==> config.mk <==
export PLATFORM = sky130hd
export DESIGN_NAME = signed_int_to_decimal_ascii
export DESIGN_NICKNAME = d
export VERILOG_FILES = /design/src/rtl/sida_pkg.sv /design/src/rtl/signed_int_to_decimal_ascii.sv /design/src/rtl/sida_front.sv /design/src/rtl/sida_fifo.sv /design/src/rtl/sida_back.sv
export SDC_FILE = /design/constraint.sdc
export NUM_CORES = 1
export LEC_CHECK = 0
export ABC_CLOCK_PERIOD_IN_PS = 6570
export BUFFER_PORTS_ARGS = -buffer_cell sky130_fd_sc_hd__buf_2
export CAP_MARGIN = 20
export CORE_UTILIZATION = 53
export CTS_CLUSTER_DIAMETER = 80
export DETAILED_ROUTE_END_ITERATION = 10
export HOLD_SLACK_MARGIN = 0.15
export PLACE_DENSITY = 0.73
export REMOVE_ABC_BUFFERS = 1
export SKIP_CTS_REPAIR_TIMING = 1
export SYNTH_ARGS = -nofsm -noshare
export SYNTH_HDL_FRONTEND = slang
export SYNTH_HIERARCHICAL = 1
export SYNTH_SLANG_ARGS = --single-unit
==> constraint.sdc <==
create_clock -name clk_i -period 6.57 [get_ports clk_i]
set_input_delay 0.657 -clock clk_i [delete_from_list [all_inputs] [get_ports clk_i]]
set_output_delay 0.657 -clock clk_i [all_outputs]
set_load 0.01 [all_outputs]
==> src/rtl/sida_pkg.sv <==
// ----------------------------------------------------------------------------
// sida_pkg
// Types, constants and helpers for the signed integer to decimal text block.
// ----------------------------------------------------------------------------
`default_nettype none

package sida_pkg;

  localparam int unsigned ValueW     = 32;
  localparam int unsigned NumDigits  = 10;
  localparam int unsigned BcdW       = 4 * NumDigits;
  localparam int unsigned DigitIdxW  = $clog2(NumDigits);
  localparam int unsigned BitCntW    = $clog2(ValueW);
  localparam int unsigned QueueDepth = 2;

  localparam logic [7:0] AsciiZero  = 8'h30;
  localparam logic [7:0] AsciiMinus = 8'h2D;
  localparam logic [7:0] AsciiNine  = 8'h39;

  typedef struct packed {
    logic              neg;
    logic [ValueW-1:0] mag;
  } entry_t;

  typedef enum logic [2:0] {
    StIdle,
    StConv,
    StFind,
    StSign,
    StDigit
  } state_e;

  // add 3 to every BCD digit of 5 or more, ahead of the shift
  function automatic logic [BcdW-1:0] dd_adjust(input logic [BcdW-1:0] b);
    logic [BcdW-1:0] r;
    logic [3:0]      d;
    r = '0;
    for (int i = 0; i < NumDigits; i++) begin
      d = b[4*i +: 4];
      r[4*i +: 4] = (d >= 4'd5) ? d + 4'd3 : d;
    end
    return r;
  endfunction

  // index of the most significant non-zero digit, 0 when all are zero
  function automatic logic [DigitIdxW-1:0] msd_index(input logic [BcdW-1:0] b);
    logic [DigitIdxW-1:0] idx;
    idx = '0;
    for (int i = 0; i < NumDigits; i++) begin
      if (b[4*i +: 4] != 4'd0) begin
        idx = DigitIdxW'(i);
      end
    end
    return idx;
  endfunction

  function automatic logic [3:0] digit_at(input logic [BcdW-1:0] b,
                                          input logic [DigitIdxW-1:0] idx);
    logic [3:0] d;
    d = '0;
    for (int i = 0; i < NumDigits; i++) begin
      if (idx == DigitIdxW'(i)) begin
        d = b[4*i +: 4];
      end
    end
    return d;
  endfunction

endpackage

`default_nettype wire

==> src/rtl/signed_int_to_decimal_ascii.sv <==
// ----------------------------------------------------------------------------
// signed_int_to_decimal_ascii
// Signed 32-bit integer to decimal ASCII text, most significant first.
// ----------------------------------------------------------------------------
// The back end pops a value, runs the 32-step double-dabble loop, finds the
// leading digit, then sends the characters (1..11 per value) on consecutive
// cycles. A two-entry queue lets start be taken while a value is converting.
// Reset clears the queue and the sequencer; no strobe is raised during reset.
`default_nettype none

module signed_int_to_decimal_ascii (
  input  wire logic                               clk_i,
  input  wire logic                               rst_ni,
  input  wire logic                               start,
  output      logic                               busy,
  input  wire logic signed [sida_pkg::ValueW-1:0] value_i,
  output      logic                               strobe_o,
  output      logic [7:0]                         character_o,
  output      logic                               last_char_o
);

  sida_pkg::entry_t push_entry, pop_entry;
  logic             push, pop, full, empty;

  sida_front u_front (
    .start   (start),
    .busy    (busy),
    .value_i (value_i),
    .full_i  (full),
    .push_o  (push),
    .entry_o (push_entry)
  );

  sida_fifo u_fifo (
    .clk_i   (clk_i),
    .rst_ni  (rst_ni),
    .push_i  (push),
    .wdata_i (push_entry),
    .pop_i   (pop),
    .rdata_o (pop_entry),
    .full_o  (full),
    .empty_o (empty)
  );

  sida_back u_back (
    .clk_i       (clk_i),
    .rst_ni      (rst_ni),
    .empty_i     (empty),
    .entry_i     (pop_entry),
    .pop_o       (pop),
    .strobe_o    (strobe_o),
    .character_o (character_o),
    .last_char_o (last_char_o)
  );

endmodule

`default_nettype wire

==> src/rtl/sida_front.sv <==
// ----------------------------------------------------------------------------
// sida_front
// Accepts a value, splits it into sign and unsigned magnitude, queues it.
// ----------------------------------------------------------------------------
`default_nettype none

module sida_front (
  input  wire logic                              start,
  output      logic                              busy,
  input  wire logic signed [sida_pkg::ValueW-1:0] value_i,
  input  wire logic                              full_i,
  output      logic                              push_o,
  output      sida_pkg::entry_t                  entry_o
);

  logic [sida_pkg::ValueW-1:0] raw;

  assign raw          = value_i;
  assign busy         = full_i;
  assign push_o       = start && !full_i;
  assign entry_o.neg  = raw[sida_pkg::ValueW-1];
  // unsigned negate, so the most negative value gives 2^31
  assign entry_o.mag  = entry_o.neg ? (sida_pkg::ValueW'(0) - raw) : raw;

endmodule

`default_nettype wire

==> src/rtl/sida_fifo.sv <==
// ----------------------------------------------------------------------------
// sida_fifo
// Short queue between the front and the back end.
// ----------------------------------------------------------------------------
`default_nettype none

module sida_fifo (
  input  wire logic             clk_i,
  input  wire logic             rst_ni,
  input  wire logic             push_i,
  input  wire sida_pkg::entry_t wdata_i,
  input  wire logic             pop_i,
  output      sida_pkg::entry_t rdata_o,
  output      logic             full_o,
  output      logic             empty_o
);

  localparam int unsigned PtrW = (sida_pkg::QueueDepth > 1) ? $clog2(sida_pkg::QueueDepth) : 1;
  localparam int unsigned CntW = $clog2(sida_pkg::QueueDepth + 1);
  localparam logic [PtrW-1:0] LastPtr = PtrW'(sida_pkg::QueueDepth - 1);

  sida_pkg::entry_t mem_q [sida_pkg::QueueDepth];
  logic [PtrW-1:0]  wr_ptr_q, wr_ptr_d;
  logic [PtrW-1:0]  rd_ptr_q, rd_ptr_d;
  logic [CntW-1:0]  count_q, count_d;
  logic             do_push, do_pop;

  assign full_o  = (count_q == CntW'(sida_pkg::QueueDepth));
  assign empty_o = (count_q == '0);
  assign do_push = push_i && !full_o;
  assign do_pop  = pop_i && !empty_o;
  assign rdata_o = mem_q[rd_ptr_q];

  always_comb begin
    wr_ptr_d = wr_ptr_q;
    rd_ptr_d = rd_ptr_q;
    count_d  = count_q;
    if (do_push) begin
      wr_ptr_d = (wr_ptr_q == LastPtr) ? '0 : wr_ptr_q + 1'b1;
    end
    if (do_pop) begin
      rd_ptr_d = (rd_ptr_q == LastPtr) ? '0 : rd_ptr_q + 1'b1;
    end
    if (do_push && !do_pop) begin
      count_d = count_q + 1'b1;
    end else if (do_pop && !do_push) begin
      count_d = count_q - 1'b1;
    end
  end

  always_ff @(posedge clk_i or negedge rst_ni) begin
    if (!rst_ni) begin
      wr_ptr_q <= '0;
      rd_ptr_q <= '0;
      count_q  <= '0;
    end else begin
      wr_ptr_q <= wr_ptr_d;
      rd_ptr_q <= rd_ptr_d;
      count_q  <= count_d;
    end
  end

  always_ff @(posedge clk_i) begin
    if (do_push) begin
      mem_q[wr_ptr_q] <= wdata_i;
    end
  end

endmodule

`default_nettype wire

==> src/rtl/sida_back.sv <==
// ----------------------------------------------------------------------------
// sida_back
// Double-dabble conversion, one bit a cycle, then character emission.
// ----------------------------------------------------------------------------
`default_nettype none

module sida_back (
  input  wire logic             clk_i,
  input  wire logic             rst_ni,
  input  wire logic             empty_i,
  input  wire sida_pkg::entry_t entry_i,
  output      logic             pop_o,
  output      logic             strobe_o,
  output      logic [7:0]       character_o,
  output      logic             last_char_o
);

  sida_pkg::state_e                   state_q, state_d;
  logic [sida_pkg::ValueW-1:0]        mag_q, mag_d;
  logic [sida_pkg::BcdW-1:0]          bcd_q, bcd_d, bcd_adj;
  logic                               neg_q, neg_d;
  logic [sida_pkg::BitCntW-1:0]       bit_cnt_q, bit_cnt_d;
  logic [sida_pkg::DigitIdxW-1:0]     dig_q, dig_d;
  logic                               strobe_q, strobe_d;
  logic [7:0]                         char_q, char_d;
  logic                               last_q, last_d;

  assign bcd_adj = sida_pkg::dd_adjust(bcd_q);

  always_comb begin
    state_d   = state_q;
    mag_d     = mag_q;
    bcd_d     = bcd_q;
    neg_d     = neg_q;
    bit_cnt_d = bit_cnt_q;
    dig_d     = dig_q;
    strobe_d  = 1'b0;
    char_d    = char_q;
    last_d    = last_q;
    pop_o     = 1'b0;
    unique case (state_q)
      sida_pkg::StIdle: begin
        if (!empty_i) begin
          pop_o     = 1'b1;
          mag_d     = entry_i.mag;
          neg_d     = entry_i.neg;
          bcd_d     = '0;
          bit_cnt_d = '1;
          state_d   = sida_pkg::StConv;
        end
      end
      sida_pkg::StConv: begin
        bcd_d     = {bcd_adj[sida_pkg::BcdW-2:0], mag_q[sida_pkg::ValueW-1]};
        mag_d     = {mag_q[sida_pkg::ValueW-2:0], 1'b0};
        bit_cnt_d = bit_cnt_q - 1'b1;
        if (bit_cnt_q == '0) begin
          state_d = sida_pkg::StFind;
        end
      end
      sida_pkg::StFind: begin
        dig_d   = sida_pkg::msd_index(bcd_q);
        state_d = neg_q ? sida_pkg::StSign : sida_pkg::StDigit;
      end
      sida_pkg::StSign: begin
        strobe_d = 1'b1;
        char_d   = sida_pkg::AsciiMinus;
        last_d   = 1'b0;
        state_d  = sida_pkg::StDigit;
      end
      sida_pkg::StDigit: begin
        strobe_d = 1'b1;
        char_d   = sida_pkg::AsciiZero + {4'd0, sida_pkg::digit_at(bcd_q, dig_q)};
        last_d   = (dig_q == '0);
        dig_d    = dig_q - 1'b1;
        if (dig_q == '0) begin
          state_d = sida_pkg::StIdle;
        end
      end
      default: begin
        state_d = sida_pkg::StIdle;
      end
    endcase
  end

  always_ff @(posedge clk_i or negedge rst_ni) begin
    if (!rst_ni) begin
      state_q  <= sida_pkg::StIdle;
      strobe_q <= 1'b0;
    end else begin
      state_q  <= state_d;
      strobe_q <= strobe_d;
    end
  end

  always_ff @(posedge clk_i) begin
    mag_q     <= mag_d;
    bcd_q     <= bcd_d;
    neg_q     <= neg_d;
    bit_cnt_q <= bit_cnt_d;
    dig_q     <= dig_d;
    char_q    <= char_d;
    last_q    <= last_d;
  end

  assign strobe_o    = strobe_q;
  assign character_o = char_q;
  assign last_char_o = last_q;

endmodule

`default_nettype wire

==> run summary <==
For the pin count of the biggest net entering global routing, the log shows 78. The total power per unit cell area was 440 nW/um2. For this design, the sink count on the clock tree is 162. Adding up every negative setup slack in the final design gives 0 ns. The number of fill cells in the layout was 1305; the remaining global-route overflow was 0. No sink is reached through more buffers than the 2 on the longest clock path. Of the total power, the share spent switching nets is 32.6%.

Startpoint of the worst register-to-register path: u_back/dig_q[1]. The number of cells on the worst hold path works out to 1. The worst-case headroom to the max-slew limit came out at 26.3%.

The die span in y works out to 131 um. The horizontal die dimension was 131 um; the core utilization of the finished layout was 60.6%. Before CTS, the worst setup slack after placement is 4.03 ns. The combined area of all synthesized cells is 8760 um2. The run gives 5 as the count of TritonRoute iterations in the first routing pass. The nature of the critical path endpoint was a register. The clock-pin transition on the worst setup and hold timing paths is 0.07 ns. Summed over all nets, the half-perimeter wirelength after detailed placement is 10.9 mm. For the global placement routability congestion, the log shows 0.883. Between clock sinks in the finished design, the worst skew comes to 0.0118 ns.

Combinational cells account for 29.4% of the total power. Once placement finished, the instance area stood at 9030 um2. In the finished design, the share of the clock period the worst path needs comes to 36.0%. For met2 alone, demand over resource in global routing was 34.7%.

The post-detailed-route via-to-cell ratio is 5.50. The run gives 54.7% as the effective utilization at floorplan. The post-route cell area is 9690 um2, and the routed length per instance is 15.8 um.

The worst-path maximum fanout is 20, and the shortest clock period the worst path allows after layout is 2.37 ns. The reg2reg setup slack was 4.20 ns. The flow ran to the end, and the final reports show no timing, DRC or antenna violations. The run gives 20.7% as the total routing resource utilization after global routing. The number of pins exceeding their max-slew limit in the final report was 0. The number of nets in the layout was 868.

Summed over all nets, the switching power comes to 1.39 mW. The global-route wire length before repair is 27.2 mm, and the cell row count is 46. Synthesis produced a netlist whose cell count is 773. The standard cell with the maximum stage delay on the critical path is ha_1. The run gives 5724 as the via count of the first global-routing pass. The logs give 0 for the count of antenna-violating nets left after detailed routing and 4.20 ns for the worst setup margin.

In the final layout, the share of cells above drive strength 1 is 17.2%. In this run the tool buffered the top-level ports with 42 buffer cells. Averaged over all synthesized cells, the footprint is 11.3 um2. The logs give 46 for the number of top-level pins and 2.88 mW for the cell-internal power. Across the VDD grid, the largest voltage drop is 0.209 mV.

On the final layout, the worst hold slack is 0.475 ns. The total area inside the core boundary comes to 16000 um2. The routed design has 16.3 mm of wire.

Per report_power, the sequential group accounts for 45.0% of the total. In this run the number of cells on the critical path is 7. The number of synthesized register bits came out at 162.

By area the synthesized netlist is led by edfxtp_1, nand2_1, mux2_4. Total power for the finished layout comes to 4.27 mW. The logs give 0 for the number of maximum-capacitance constraint violations and 0 for the final number of hold-violating endpoints. Type of origin of the critical path: a register.

The repair_antennas step left the layout with diodes totalling 0. STA puts the critical path data required time at 6.72 ns. The top cell type by area accounts for 52.8% of the synthesized area. For this run, the leading register cell type out of synthesis is edfxtp_1. The share of synthesized registers carrying an async set or reset came out at 4.94%. For met1 alone, demand over resource in global routing was 26.2%. The worst hold path class is primary input to register.

The clock buffer count from CTS came out at 17. From synthesis to final layout, the design area changed by 10.6%. Number of distinct library cell variants in the gate-level netlist after synthesis: 63.

The number of cells on the worst reg-to-reg path was 7. Classification of the worst setup path: register to register. For the leakage power summed over all cells, the log shows 3.79 nW. The run gives 4 as the depth of the CTS H-tree. The tools report the critical path data arrival time as 2.52 ns.

TritonCTS built the clock tree. The largest single stage delay on the critical path is 0.57 ns. The logs give 6 for the total number of yosys warnings and 1001 for the total instance count after detailed placement. The highest clock frequency the design can meet is 423 MHz, and the number of DRC violations after detailed routing is 0.

The cell family contributing the most delay on the critical path is compound AO/OA/AOI/OAI gates. The critical path capture point was u_back/character_o[1]. The run gives 0 as the initial antenna violation count.

The sum of buffers and inverters on the critical path came out at 1. The tools report the first element of the critical path as u_back/dig_q[1]. Count of flip-flops with a built-in enable after synthesis: 154. Traced cell by cell, the critical path runs through inv_1 > ha_1 > nand3b_1 > a31oi_1 > a211o_1 > a21oi_1 > a2111oi_2.

After synthesis, flip-flops and latches occupy 55.1% of the total area. The portion of total power attributed to the clock network is 25.6%, and the count of routing violations after the opening detailed-route iteration is 444. For met3 alone, demand over resource in global routing was 4.36%. The dominant cell type by area after synthesis is edfxtp_1. The tree is rooted in a clkbuf_16. The run gives 17000 um2 as the full die area.

The final route contains 5690 vias. For the worst-skew pair, the clock arrives at the later sink with an insertion delay of 0.43 ns. Setup violations remaining at the end of the flow were counted as 0. Setup repair after global routing left no endpoint under its margin.

For the pin with the worst max-slew slack, the measured transition is 1.09 ns. End of the worst register-to-register path: u_back/character_o[1]. met2 is the most crowded layer. Once layout is complete, the cells apart from fillers number 1034.
[layout by cell type (no fill, tap or decap), drive strengths merged, types with 7 or more instances in the layout]
cell,Yosys,final
o31ai,15,15
dfrtp,8,8
o21ai,26,26
xnor2,46,46
ha,28,28
nand2,145,145
buf,33,47
xor2,11,11
edfxtp,154,154
nor2,68,68
mux2,33,33
o41ai,7,7
clkbuf,3,18
nand2b,23,23
nor3,16,16
inv,36,40
nand3,8,8
a21oi,52,52
[cells in the mapped netlist, types with 5 or more instances]
library cell,n
xor2_1,11
o21ai_0,23
a21oi_1,52
a31oi_1,5
mux2_4,29
edfxtp_1,154
o22ai_1,6
buf_2,14
dfrtp_1,8
nand2_1,145
o31ai_1,14
nor3_1,7
inv_1,34
nor2_1,68
xnor2_1,46
buf_4,11
nand2b_1,23
nand3_1,7
ha_1,28
nor3_2,9
[cell type report]
class / count / area, um2 / share of cell area (%)
Sequential cell: 162 / 4830 / 49.8
Inverter: 36 / 135 / 1.39
Clock inverter: 14 / 225 / 2.32
Multi-Input combinational cell: 540 / 3550 / 36.6
Clock buffer: 18 / 429 / 4.43
Tap cell: 216 / 270 / 2.79
Timing Repair Buffer: 48 / 258 / 2.66
[state kept, by name, indices dropped and copies added, names as in the netlist]
signal              cells
u_back/bcd_q           40
u_back/bit_cnt_q        5
u_back/character_o      5
u_back/dig_q            4
u_back/last_char_o      1
u_back/mag_q           32
u_back/neg_q            1
u_back/state_q          3
u_back/strobe_o         1
u_fifo/count_q          2
u_fifo/mem_q           66
u_fifo/rd_ptr_q         1
u_fifo/wr_ptr_q         1
[cell families after synthesis]
| kind of cell | Yosys count | share of synthesized area [%] |
|---|---|---|
| flip-flops | 162 | 55.1 |
| AO/OA/AOI/OAI | 126 | 9.21 |
| XOR/XNOR | 57 | 5.70 |
| multiplexers | 33 | 5.48 |
| other | 2 | 0.0857 |
| AND/OR/NAND/NOR | 293 | 15.9 |
| buffers and inverters | 72 | 4.57 |
| adder cells (fa/ha/maj) | 28 | 4.00 |
[layer usage]
layer | wire length (um) | up-vias
met5 | 0 | -
met4 | 334 | 0
met3 | 594 | 33
met2 | 8100 | 154
met1 | 7260 | 2717
li1 | - | 2786
[worst min path at each step]
stage | start | end | slack, ns
3_5_place_dp | u_back/mag_q[7] | u_back/mag_q[8] | 0.50
2_1_floorplan | rst_ni | u_back/state_q[0] | 0.36
3_3_place_gp | u_back/mag_q[8] | u_back/mag_q[9] | 0.49
5_1_grt | value_i[0] | u_fifo/mem_q[0][0] | 0.45
6_report | value_i[0] | u_fifo/mem_q[0][0] | 0.47
4_1_cts | rst_ni | u_fifo/wr_ptr_q | 0.05
[power by group through the flow]
stage / Clock (mW) / Combinational, mW / Sequential (mW)
after detailed placement: 0 / 1.26 / 1.94
after floorplan: 0 / 1.00 / 1.85
after global routing: 1.16 / 1.43 / 1.97
after global placement: 0 / 1.18 / 1.92
final: 1.09 / 1.26 / 1.92
after CTS: 1.12 / 1.27 / 1.92
Note: power is estimated with default switching activity, not from simulation.
